### src/rtl/core/mwsm_pkg.sv
// Shared types, widths and constants of the mecanum wheel speed mixer.
package mwsm_pkg;

    localparam int STICK_W  = 16;
    localparam int DPAD_W   = 2;
    localparam int TERM_W   = 20;   // mixed wheel term, Q16, signed
    localparam int MAG_W    = 19;   // term magnitude and quotient
    localparam int CMD_W    = 13;
    localparam int SCALE_W  = 10;
    localparam int FRAC_W   = 32;
    localparam int SQ_W     = 2 * MAG_W;
    localparam int P_W      = SQ_W + SCALE_W;
    localparam int INT_W    = P_W - FRAC_W;
    localparam int NWHEEL   = 4;
    localparam int IDX_W    = $clog2(NWHEEL);
    localparam int DIV_STEPS = MAG_W;
    localparam int DCNT_W   = $clog2(DIV_STEPS);

    localparam int TDATA_IN_W  = 40;
    localparam int TDATA_OUT_W = 56;
    localparam int APB_AW      = 3;
    localparam int APB_DW      = 32;

    localparam int Q16_0707 = 46334;
    localparam int Q16_ONE  = 65536;

    localparam logic [SCALE_W-1:0] SCALE_RESET    = SCALE_W'(350);
    localparam logic [SCALE_W-1:0] DEADBAND_RESET = SCALE_W'(30);

    localparam logic signed [CMD_W-1:0] CMD_MAX = CMD_W'(4095);
    localparam logic signed [CMD_W-1:0] CMD_MIN = CMD_W'(-4096);

    localparam logic REG_WHEEL_SCALE = 1'b0;
    localparam logic REG_DEADBAND    = 1'b1;

    // controller to datapath
    typedef struct packed {
        logic             load;
        logic             clr;
        logic             mix;
        logic             div_init;
        logic             div_step;
        logic             mul_sq;
        logic             mul_sc;
        logic             fin;
        logic             out_load;
        logic [IDX_W-1:0] idx;
    } dp_cmd_t;

    // datapath to controller
    typedef struct packed {
        logic stop;
        logic out_free;
    } dp_stat_t;

    // d-pad direction times 0.707 in Q16; pattern 10 counts as -2
    function automatic logic signed [TERM_W-1:0] dpad_term(input logic [DPAD_W-1:0] d);
        logic signed [TERM_W-1:0] one;
        one = TERM_W'(Q16_0707);
        case (d)
            2'b01:   dpad_term = one;
            2'b11:   dpad_term = -one;
            2'b10:   dpad_term = -(one <<< 1);
            default: dpad_term = '0;
        endcase
    endfunction

endpackage

### src/rtl/core/mwsm_regs.sv
// APB register file: wheel scale and deadband.
module mwsm_regs (
    input  logic                                aclk,
    input  logic                                aresetn,
    input  logic                                psel,
    input  logic                                penable,
    input  logic                                pwrite,
    input  logic [mwsm_pkg::APB_AW-1:0]         paddr,
    input  logic [mwsm_pkg::APB_DW-1:0]         pwdata,
    output logic [mwsm_pkg::APB_DW-1:0]         prdata,
    output logic                                pready,
    output logic [mwsm_pkg::SCALE_W-1:0]        wheel_scale,
    output logic [mwsm_pkg::SCALE_W-1:0]        deadband
);

    logic [mwsm_pkg::SCALE_W-1:0] scale_reg, scale_next;
    logic [mwsm_pkg::SCALE_W-1:0] db_reg, db_next;
    logic                         wr_en;
    logic                         sel;

    assign pready = 1'b1;
    assign wr_en  = psel & penable & pwrite;
    // one register per word; low address bits are ignored
    assign sel    = paddr[2];

    always_comb begin
        scale_next = scale_reg;
        db_next    = db_reg;
        if (wr_en) begin
            case (sel)
                mwsm_pkg::REG_WHEEL_SCALE: scale_next = pwdata[mwsm_pkg::SCALE_W-1:0];
                mwsm_pkg::REG_DEADBAND:    db_next    = pwdata[mwsm_pkg::SCALE_W-1:0];
                default: ;
            endcase
        end
    end

    always_ff @(posedge aclk) begin
        if (!aresetn) begin
            scale_reg <= mwsm_pkg::SCALE_RESET;
            db_reg    <= mwsm_pkg::DEADBAND_RESET;
        end else begin
            scale_reg <= scale_next;
            db_reg    <= db_next;
        end
    end

    always_comb begin
        case (sel)
            mwsm_pkg::REG_WHEEL_SCALE: prdata = mwsm_pkg::APB_DW'(scale_reg);
            mwsm_pkg::REG_DEADBAND:    prdata = mwsm_pkg::APB_DW'(db_reg);
            default:                   prdata = '0;
        endcase
    end

    assign wheel_scale = scale_reg;
    assign deadband    = db_reg;

endmodule

### src/rtl/core/mwsm_ctrl.sv
// Sequencer: mix (or clear for a stop item), max, 19-step divide, shared multiply per wheel, output load.
module mwsm_ctrl (
    input  logic                 aclk,
    input  logic                 aresetn,
    input  logic                 s_tvalid,
    output logic                 s_tready,
    input  mwsm_pkg::dp_stat_t   stat,
    output mwsm_pkg::dp_cmd_t    cmd
);

    localparam logic [2:0] ST_IDLE = 3'd0;
    localparam logic [2:0] ST_MIX  = 3'd1;
    localparam logic [2:0] ST_MAXD = 3'd2;
    localparam logic [2:0] ST_DIV  = 3'd3;
    localparam logic [2:0] ST_SQ   = 3'd4;
    localparam logic [2:0] ST_SC   = 3'd5;
    localparam logic [2:0] ST_FIN  = 3'd6;
    localparam logic [2:0] ST_DONE = 3'd7;

    localparam logic [mwsm_pkg::DCNT_W-1:0] DCNT_LAST = mwsm_pkg::DCNT_W'(mwsm_pkg::DIV_STEPS - 1);
    localparam logic [mwsm_pkg::IDX_W-1:0]  IDX_LAST  = mwsm_pkg::IDX_W'(mwsm_pkg::NWHEEL - 1);

    logic [2:0]                      state_reg, state_next;
    logic [mwsm_pkg::DCNT_W-1:0]     dcnt_reg, dcnt_next;
    logic [mwsm_pkg::IDX_W-1:0]      idx_reg, idx_next;

    always_comb begin
        state_next = state_reg;
        dcnt_next  = dcnt_reg;
        idx_next   = idx_reg;
        cmd        = '0;
        cmd.idx    = idx_reg;
        s_tready   = 1'b0;
        case (state_reg)
            ST_IDLE: begin
                // closed while reset is held
                s_tready = aresetn;
                if (s_tvalid && aresetn) begin
                    cmd.load   = 1'b1;
                    state_next = ST_MIX;
                end
            end
            ST_MIX: begin
                if (stat.stop) begin
                    cmd.clr    = 1'b1;
                    state_next = ST_DONE;
                end else begin
                    cmd.mix    = 1'b1;
                    state_next = ST_MAXD;
                end
            end
            ST_MAXD: begin
                cmd.div_init = 1'b1;
                dcnt_next    = '0;
                state_next   = ST_DIV;
            end
            ST_DIV: begin
                cmd.div_step = 1'b1;
                dcnt_next    = dcnt_reg + 1'b1;
                if (dcnt_reg == DCNT_LAST) begin
                    idx_next   = '0;
                    state_next = ST_SQ;
                end
            end
            ST_SQ: begin
                cmd.mul_sq = 1'b1;
                state_next = ST_SC;
            end
            ST_SC: begin
                cmd.mul_sc = 1'b1;
                state_next = ST_FIN;
            end
            ST_FIN: begin
                cmd.fin = 1'b1;
                if (idx_reg == IDX_LAST) begin
                    state_next = ST_DONE;
                end else begin
                    idx_next   = idx_reg + 1'b1;
                    state_next = ST_SQ;
                end
            end
            ST_DONE: begin
                if (stat.out_free) begin
                    cmd.out_load = 1'b1;
                    state_next   = ST_IDLE;
                end
            end
            default: state_next = ST_IDLE;
        endcase
    end

    always_ff @(posedge aclk) begin
        if (!aresetn) begin
            state_reg <= ST_IDLE;
            dcnt_reg  <= '0;
            idx_reg   <= '0;
        end else begin
            state_reg <= state_next;
            dcnt_reg  <= dcnt_next;
            idx_reg   <= idx_next;
        end
    end

endmodule

### src/rtl/core/mwsm_dpath.sv
// Datapath: input capture, wheel mixing, max, four divider lanes, multipliers, output register.
module mwsm_dpath (
    input  logic                                 aclk,
    input  logic                                 aresetn,
    input  mwsm_pkg::dp_cmd_t                    cmd,
    output mwsm_pkg::dp_stat_t                   stat,
    input  logic [mwsm_pkg::TDATA_IN_W-1:0]      s_tdata,
    input  logic                                 s_tuser,
    input  logic [mwsm_pkg::SCALE_W-1:0]         wheel_scale,
    input  logic [mwsm_pkg::SCALE_W-1:0]         deadband,
    output logic                                 m_tvalid,
    input  logic                                 m_tready,
    output logic [mwsm_pkg::TDATA_OUT_W-1:0]     m_tdata,
    output logic [mwsm_pkg::NWHEEL-1:0]          m_tuser
);

    localparam int TW = mwsm_pkg::TERM_W;
    localparam int MW = mwsm_pkg::MAG_W;
    localparam int CW = mwsm_pkg::CMD_W;
    localparam int NW = mwsm_pkg::NWHEEL;
    localparam int PAD_W = mwsm_pkg::TDATA_OUT_W - NW * CW;
    localparam logic [mwsm_pkg::INT_W-1:0] C_MIN_MAG = mwsm_pkg::INT_W'(4096);
    localparam logic [mwsm_pkg::INT_W-1:0] C_MAX_MAG = mwsm_pkg::INT_W'(4095);

    // captured input word
    logic                                  act_reg;
    logic signed [mwsm_pkg::STICK_W-1:0]   sx_reg, sy_reg;
    logic [mwsm_pkg::DPAD_W-1:0]           dx_reg, dy_reg;

    logic signed [TW-1:0]  term_reg [NW];
    logic [MW-1:0]         m_reg;
    logic [MW-1:0]         rem_reg [NW];
    logic [MW-1:0]         sh_reg  [NW];
    logic [mwsm_pkg::SQ_W-1:0] sq_reg;
    logic [mwsm_pkg::P_W-1:0]  p_reg;
    logic signed [CW-1:0]  cmd_reg  [NW];
    logic signed [CW-1:0]  last_reg [NW];

    logic                               m_tvalid_reg;
    logic [mwsm_pkg::TDATA_OUT_W-1:0]   m_tdata_reg;
    logic [NW-1:0]                      m_tuser_reg;

    logic signed [TW-1:0]  jx, jy, dxv, dyv;
    logic signed [TW-1:0]  mix_val [NW];
    logic signed [TW-1:0]  max_val;
    logic [MW-1:0]         mag [NW];
    logic [MW:0]           trial [NW];
    logic                  ge [NW];

    logic [mwsm_pkg::INT_W-1:0] c_int;
    logic                       above_db;
    logic                       eneg;
    logic signed [CW-1:0]       fin_val;

    // mixing
    assign jx  = TW'(sx_reg);
    assign jy  = TW'(sy_reg) <<< 1;
    assign dxv = mwsm_pkg::dpad_term(dx_reg);
    assign dyv = mwsm_pkg::dpad_term(dy_reg);

    assign mix_val[0] = jy + jx + dxv + dyv;   // front left
    assign mix_val[1] = jy - jx - dxv + dyv;   // front right
    assign mix_val[2] = jy + jx - dxv + dyv;   // rear left
    assign mix_val[3] = jy - jx + dxv + dyv;   // rear right

    // signed max with 1.0 floor, so the result is positive
    always_comb begin
        max_val = TW'(mwsm_pkg::Q16_ONE);
        for (int i = 0; i < NW; i++) begin
            if (term_reg[i] > max_val) max_val = term_reg[i];
        end
    end

    // restoring divide lanes: quotient = (mag << 16) / m, one bit per step
    always_comb begin
        for (int i = 0; i < NW; i++) begin
            mag[i]   = term_reg[i][TW-1] ? MW'(-term_reg[i]) : MW'(term_reg[i]);
            trial[i] = {rem_reg[i], sh_reg[i][MW-1]};
            ge[i]    = trial[i] >= {1'b0, m_reg};
        end
    end

    // final scaling: deadband, truncate, sign, mounting negation, saturate
    always_comb begin
        c_int    = p_reg[mwsm_pkg::P_W-1:mwsm_pkg::FRAC_W];
        above_db = p_reg > {mwsm_pkg::INT_W'(deadband), mwsm_pkg::FRAC_W'(0)};
        eneg     = term_reg[cmd.idx][TW-1] ^ cmd.idx[0];
        if (!above_db) begin
            fin_val = '0;
        end else if (eneg) begin
            fin_val = (c_int >= C_MIN_MAG) ? mwsm_pkg::CMD_MIN : -$signed(c_int[CW-1:0]);
        end else begin
            fin_val = (c_int >= C_MAX_MAG) ? mwsm_pkg::CMD_MAX : $signed(c_int[CW-1:0]);
        end
    end

    always_ff @(posedge aclk) begin
        if (cmd.load) begin
            act_reg <= s_tuser;
            sx_reg  <= s_tdata[15:0];
            sy_reg  <= s_tdata[31:16];
            dx_reg  <= s_tdata[33:32];
            dy_reg  <= s_tdata[35:34];
        end
        if (cmd.mix) begin
            for (int i = 0; i < NW; i++) term_reg[i] <= mix_val[i];
        end
        if (cmd.div_init) begin
            m_reg <= max_val[MW-1:0];
            for (int i = 0; i < NW; i++) begin
                rem_reg[i] <= MW'(mag[i][MW-1:3]);
                sh_reg[i]  <= {mag[i][2:0], 16'b0};
            end
        end
        if (cmd.div_step) begin
            for (int i = 0; i < NW; i++) begin
                rem_reg[i] <= ge[i] ? MW'(trial[i] - {1'b0, m_reg}) : trial[i][MW-1:0];
                sh_reg[i]  <= {sh_reg[i][MW-2:0], ge[i]};
            end
        end
        if (cmd.mul_sq) sq_reg <= sh_reg[cmd.idx] * sh_reg[cmd.idx];
        if (cmd.mul_sc) p_reg  <= sq_reg * wheel_scale;
        if (cmd.clr) begin
            for (int i = 0; i < NW; i++) cmd_reg[i] <= '0;
        end
        if (cmd.fin) cmd_reg[cmd.idx] <= fin_val;
        if (cmd.out_load) begin
            m_tdata_reg <= {PAD_W'(0), cmd_reg[3], cmd_reg[2], cmd_reg[1], cmd_reg[0]};
            for (int i = 0; i < NW; i++) m_tuser_reg[i] <= cmd_reg[i] != last_reg[i];
        end
    end

    // last-sent commands and output valid
    always_ff @(posedge aclk) begin
        if (!aresetn) begin
            m_tvalid_reg <= 1'b0;
            for (int i = 0; i < NW; i++) last_reg[i] <= '0;
        end else begin
            if (cmd.out_load) begin
                m_tvalid_reg <= 1'b1;
                for (int i = 0; i < NW; i++) last_reg[i] <= cmd_reg[i];
            end else if (m_tready) begin
                m_tvalid_reg <= 1'b0;
            end
        end
    end

    assign stat.stop     = act_reg;
    assign stat.out_free = !m_tvalid_reg || m_tready;

    assign m_tvalid = m_tvalid_reg;
    assign m_tdata  = m_tdata_reg;
    assign m_tuser  = m_tuser_reg;

endmodule

### src/rtl/core/mecanum_wheel_speed_mixer.sv
// A drive item is captured, mixed and maxed, then run through the 19-step divider
// (one quotient bit per cycle); each of the four wheels then takes a square, a scale
// multiply and a final step in turn. A stop item clears the commands instead.
// The result is loaded once the output register is free; s_tready is high only when idle.
// A finished word waits in the output register while the next item is accepted.
// Reset (aresetn low, synchronous) clears the sequencer, m_tvalid and last-sent commands.
module mecanum_wheel_speed_mixer (
    input  logic                                 aclk,
    input  logic                                 aresetn,
    input  logic                                 s_tvalid,
    output logic                                 s_tready,
    // stick_x[15:0], stick_y[31:16], dpad_x[33:32], dpad_y[35:34], zero fill
    input  logic [mwsm_pkg::TDATA_IN_W-1:0]      s_tdata,
    // action
    input  logic                                 s_tuser,
    output logic                                 m_tvalid,
    input  logic                                 m_tready,
    // front_left_cmd[12:0], front_right_cmd[25:13], rear_left_cmd[38:26],
    // rear_right_cmd[51:39], zero fill
    output logic [mwsm_pkg::TDATA_OUT_W-1:0]     m_tdata,
    // front_left_new, front_right_new, rear_left_new, rear_right_new
    output logic [mwsm_pkg::NWHEEL-1:0]          m_tuser,
    input  logic                                 psel,
    input  logic                                 penable,
    input  logic                                 pwrite,
    input  logic [mwsm_pkg::APB_AW-1:0]          paddr,
    input  logic [mwsm_pkg::APB_DW-1:0]          pwdata,
    output logic [mwsm_pkg::APB_DW-1:0]          prdata,
    output logic                                 pready
);

    mwsm_pkg::dp_cmd_t            cmd;
    mwsm_pkg::dp_stat_t           stat;
    logic [mwsm_pkg::SCALE_W-1:0] wheel_scale;
    logic [mwsm_pkg::SCALE_W-1:0] deadband;

    mwsm_regs u_regs (
        .aclk        (aclk),
        .aresetn     (aresetn),
        .psel        (psel),
        .penable     (penable),
        .pwrite      (pwrite),
        .paddr       (paddr),
        .pwdata      (pwdata),
        .prdata      (prdata),
        .pready      (pready),
        .wheel_scale (wheel_scale),
        .deadband    (deadband)
    );

    mwsm_ctrl u_ctrl (
        .aclk     (aclk),
        .aresetn  (aresetn),
        .s_tvalid (s_tvalid),
        .s_tready (s_tready),
        .stat     (stat),
        .cmd      (cmd)
    );

    mwsm_dpath u_dpath (
        .aclk        (aclk),
        .aresetn     (aresetn),
        .cmd         (cmd),
        .stat        (stat),
        .s_tdata     (s_tdata),
        .s_tuser     (s_tuser),
        .wheel_scale (wheel_scale),
        .deadband    (deadband),
        .m_tvalid    (m_tvalid),
        .m_tready    (m_tready),
        .m_tdata     (m_tdata),
        .m_tuser     (m_tuser)
    );

endmodule

### config.mk
export PLATFORM = sky130hd
export DESIGN_NAME = mecanum_wheel_speed_mixer
export DESIGN_NICKNAME = d
export VERILOG_FILES = /design/src/rtl/core/mwsm_pkg.sv /design/src/rtl/core/mwsm_regs.sv /design/src/rtl/core/mwsm_ctrl.sv /design/src/rtl/core/mwsm_dpath.sv /design/src/rtl/core/mecanum_wheel_speed_mixer.sv
export SDC_FILE = /design/constraint.sdc
export NUM_CORES = 2
export LEC_CHECK = 0
export ABC_CLOCK_PERIOD_IN_PS = 8200
export BUFFER_PORTS_ARGS = -buffer_cell sky130_fd_sc_hd__buf_2
export CAP_MARGIN = 30
export CORE_UTILIZATION = 56
export CTS_CLUSTER_DIAMETER = 30
export DETAILED_ROUTE_END_ITERATION = 10
export HOLD_SLACK_MARGIN = 0.03
export PLACE_DENSITY = 0.86
export SETUP_SLACK_MARGIN = 0.1
export SYNTH_ARGS = -nofsm -noshare
export SYNTH_HDL_FRONTEND = slang
export SYNTH_HIERARCHICAL = 1
export SYNTH_SLANG_ARGS = --single-unit
### constraint.sdc
create_clock -name aclk -period 8.2 [get_ports aclk]
set_clock_uncertainty 0.2 [all_clocks]
set_input_delay 1.64 -clock aclk [delete_from_list [all_inputs] [get_ports aclk]]
set_output_delay 1.64 -clock aclk [all_outputs]
set_load 0.01 [all_outputs]
==> flow_metrics.env <==
export IMPL_status="finished clean"
export IMPL_yosysSeqAreaShare_pct=29.49
export IMPL_via_per_inst=5.777
export IMPL_drv_cap=0
export IMPL_grt_max_degree=147
export IMPL_worst_pin_slew_ns=0.9713
export IMPL_multiInputGateArea_um2=35890
export IMPL_die_w_um=318.1
export IMPL_async_flop_share_pct=0
export IMPL_synth_edf_count=529
export IMPL_maxClockFrequency_mhz=125.3
export IMPL_die_height_um=318.1
export IMPL_met1_length_um=53320
export IMPL_instances_no_fill=7147
export IMPL_wl_met2_um=66150
export IMPL_area_growth_pct=12.54
export IMPL_core_um2=98710
export IMPL_crit_top_cell="buf_6"
export IMPL_dieArea_um2=101200
export IMPL_initial_utilization_pct=56.70
export IMPL_worst_slack_ns=0.2170
export IMPL_synth_area_per_cell_um2=10.03
export IMPL_relSlewSlack_pct=35.25
export IMPL_end_kind="flop"
export IMPL_drtIter0Drc=3877
export IMPL_dp_cells=6911
export IMPL_hold_class="flop to flop"
export IMPL_synthesis_area_um2=55970
export IMPL_register_area_um2=16510
export IMPL_nets=6915
export IMPL_yosysWarnings=6
export IMPL_timing_final_hold_violations=0
export IMPL_syn_inst=5582
export IMPL_grt_use_total_pct=26.90
export IMPL_h_tree_depth=3
export IMPL_preCtsSetupSlack_ns=-0.2530
export IMPL_fin_crit_sh_pct=97.35
export IMPL_final_cell_mix="806 x inv_1, 607 x fa_1, 529 x edfxtp_1"
export IMPL_drt_pass1_iter_count=6
export IMPL_finalMaxSlewViolations=0
export IMPL_cts_hold_buffers=0
export IMPL_hpwlAfterDp_um=103100
export IMPL_top_layer="met4"
export IMPL_worstPathRequired_ns=8.53
export IMPL_synth_distinct_cells=81
export IMPL_via_count=41290
export IMPL_port_buffers=122
export IMPL_drt_wirelength_per_cell_um=19.14
export IMPL_cts_buffers=111
export IMPL_grt_pass1_vias=42890
export IMPL_finalSetupTns_ns=0
export IMPL_grt_first_pass_wirelength_um=217700
export IMPL_critPathArrivalTime_ns=8.31
export IMPL_yosys_most_used_dff="edfxtp_1"
export IMPL_rsz0062_at_grt="true"
export IMPL_totalWireLength_um=136800
export IMPL_gp_congestion=0.9568
export IMPL_ys_ff_latch=560
export IMPL_period_needed_ns=7.983
export IMPL_clock_sinks=560
export IMPL_drc=0
export IMPL_clockBufferDepth=3
export IMPL_critPathMaxFanout=8
export IMPL_setup_viol=0
export IMPL_cp_slowest_cell="or4_4"
export IMPL_antenna_found_initial=1
export IMPL_r2r_setup_slack_ns=0.22
export IMPL_clock_latency_ns=0.71
export IMPL_antenna_cells=0
export IMPL_met3WireLength_um=11890
export IMPL_num_fill_cells=7221
export IMPL_pin_count=178
export IMPL_path_class="flop to flop"
export IMPL_cts_tree="done"
export IMPL_clkSlewWorstSetupHoldPaths_ns=0.06
export IMPL_root_buffer="clkbuf_16"
export IMPL_std_cell_rows=115
export IMPL_antenna_left=0
export IMPL_final_common_cell="inv_1"
export IMPL_layout_drive_gt1_share_pct=10.61
export IMPL_overflow=0
export IMPL_cpPeakStageDelay_ns=0.58
export IMPL_crit_path_start_kind="flop"
==> final cells by class <==
class	count	share of cell area (%)
Timing Repair Buffer	266	3.127
Multi-Input combinational cell	4005	56.97
Clock inverter	95	1.694
Inverter	817	4.907
Sequential cell	560	26.21
Tap cell	1287	2.557
Clock buffer	117	4.529
==> synthesized netlist by cell type, types with 35 or more instances <==
cell | number | area, µm²
edfxtp_1 | 529 | 15890
and3_1 | 74 | 462.9
xor2_1 | 101 | 884.6
nor3_1 | 55 | 275.3
fa_1 | 607 | 12150
nand2_1 | 503 | 1888
o21ai_0 | 205 | 1026
inv_1 | 812 | 3048
ha_1 | 464 | 5806
nand4_1 | 42 | 262.8
nor2b_1 | 69 | 431.7
and2_1 | 226 | 1414
nand2b_1 | 63 | 394.1
a21o_1 | 90 | 675.7
a21oi_1 | 246 | 1231
xnor2_1 | 236 | 2067
nand3_1 | 52 | 260.3
clkbuf_1 | 166 | 623.1
mux2_2 | 35 | 394.1
mux2i_1 | 113 | 1131
nor2_1 | 385 | 1445
==> repair_timing <==
item	CTS	global route
pin swaps	1	13
cloned	0	4
resized for setup	13	86
setup buffers	0	14
endpoints found under the setup margin	25	27
==> layer usage <==
layer | track usage, % | vias to the layer above
li1 | - | 18820
met1 | 34.18 | 20220
met2 | 45.49 | 1901
met3 | 4.776 | 355
met4 | 11.03 | 0
met5 | 0 | -
==> cells by family after synthesis <==
group	Yosys count	synth area share, %
mux	161	3.101
other cells	4	0.02682
xor+xnor	337	5.274
buf+inv	1046	7.268
simple gates	1583	13.65
compound gates	819	9.087
fa+ha+maj	1072	32.10
flops	560	29.49
==> metrics by stage <==
stage                     utilization (%)  hold slack (ns)  area [µm²]
after floorplan                         -           0.2441       56100
after global placement              59.02           0.2560       58260
after detailed placement            59.14           0.2723       58370
after CTS                           63.15           0.2865       62330
after global routing                63.81           0.3086       62990
final                               63.81           0.2912       62990
==> critical path, delay by kind of cell, from the launching register on <==
kind	cells	cell delay [ns]
adder cells (fa/ha/maj)	3	0.74
flip-flops	1	0.38
AND/OR/NAND/NOR	12	2.22
multiplexers	3	0.57
AO/OA/AOI/OAI	14	2.66
buffers and inverters	6	1.00
==> worst paths after layout <==
path | from | to | cells after the start
worst max-delay path | u_dpath/term_reg[0][4]$_DFFE_PP_ | u_dpath/m_reg[16]$_DFFE_PP_ | 38
worst min-delay path | u_dpath/cmd_reg[0][3]$_SDFFCE_PN0P_ | u_dpath/m_tdata[3]$_DFFE_PP_ | 0
worst min register to register | u_dpath/cmd_reg[0][3]$_SDFFCE_PN0P_ | u_dpath/m_tdata[3]$_DFFE_PP_ | 0
worst max register to register | u_dpath/term_reg[0][4]$_DFFE_PP_ | u_dpath/m_reg[16]$_DFFE_PP_ | 38
Power is left out: the tool's default activity adds up to more than one toggle a clock period on the data nets, which glitch-free logic cannot reach.
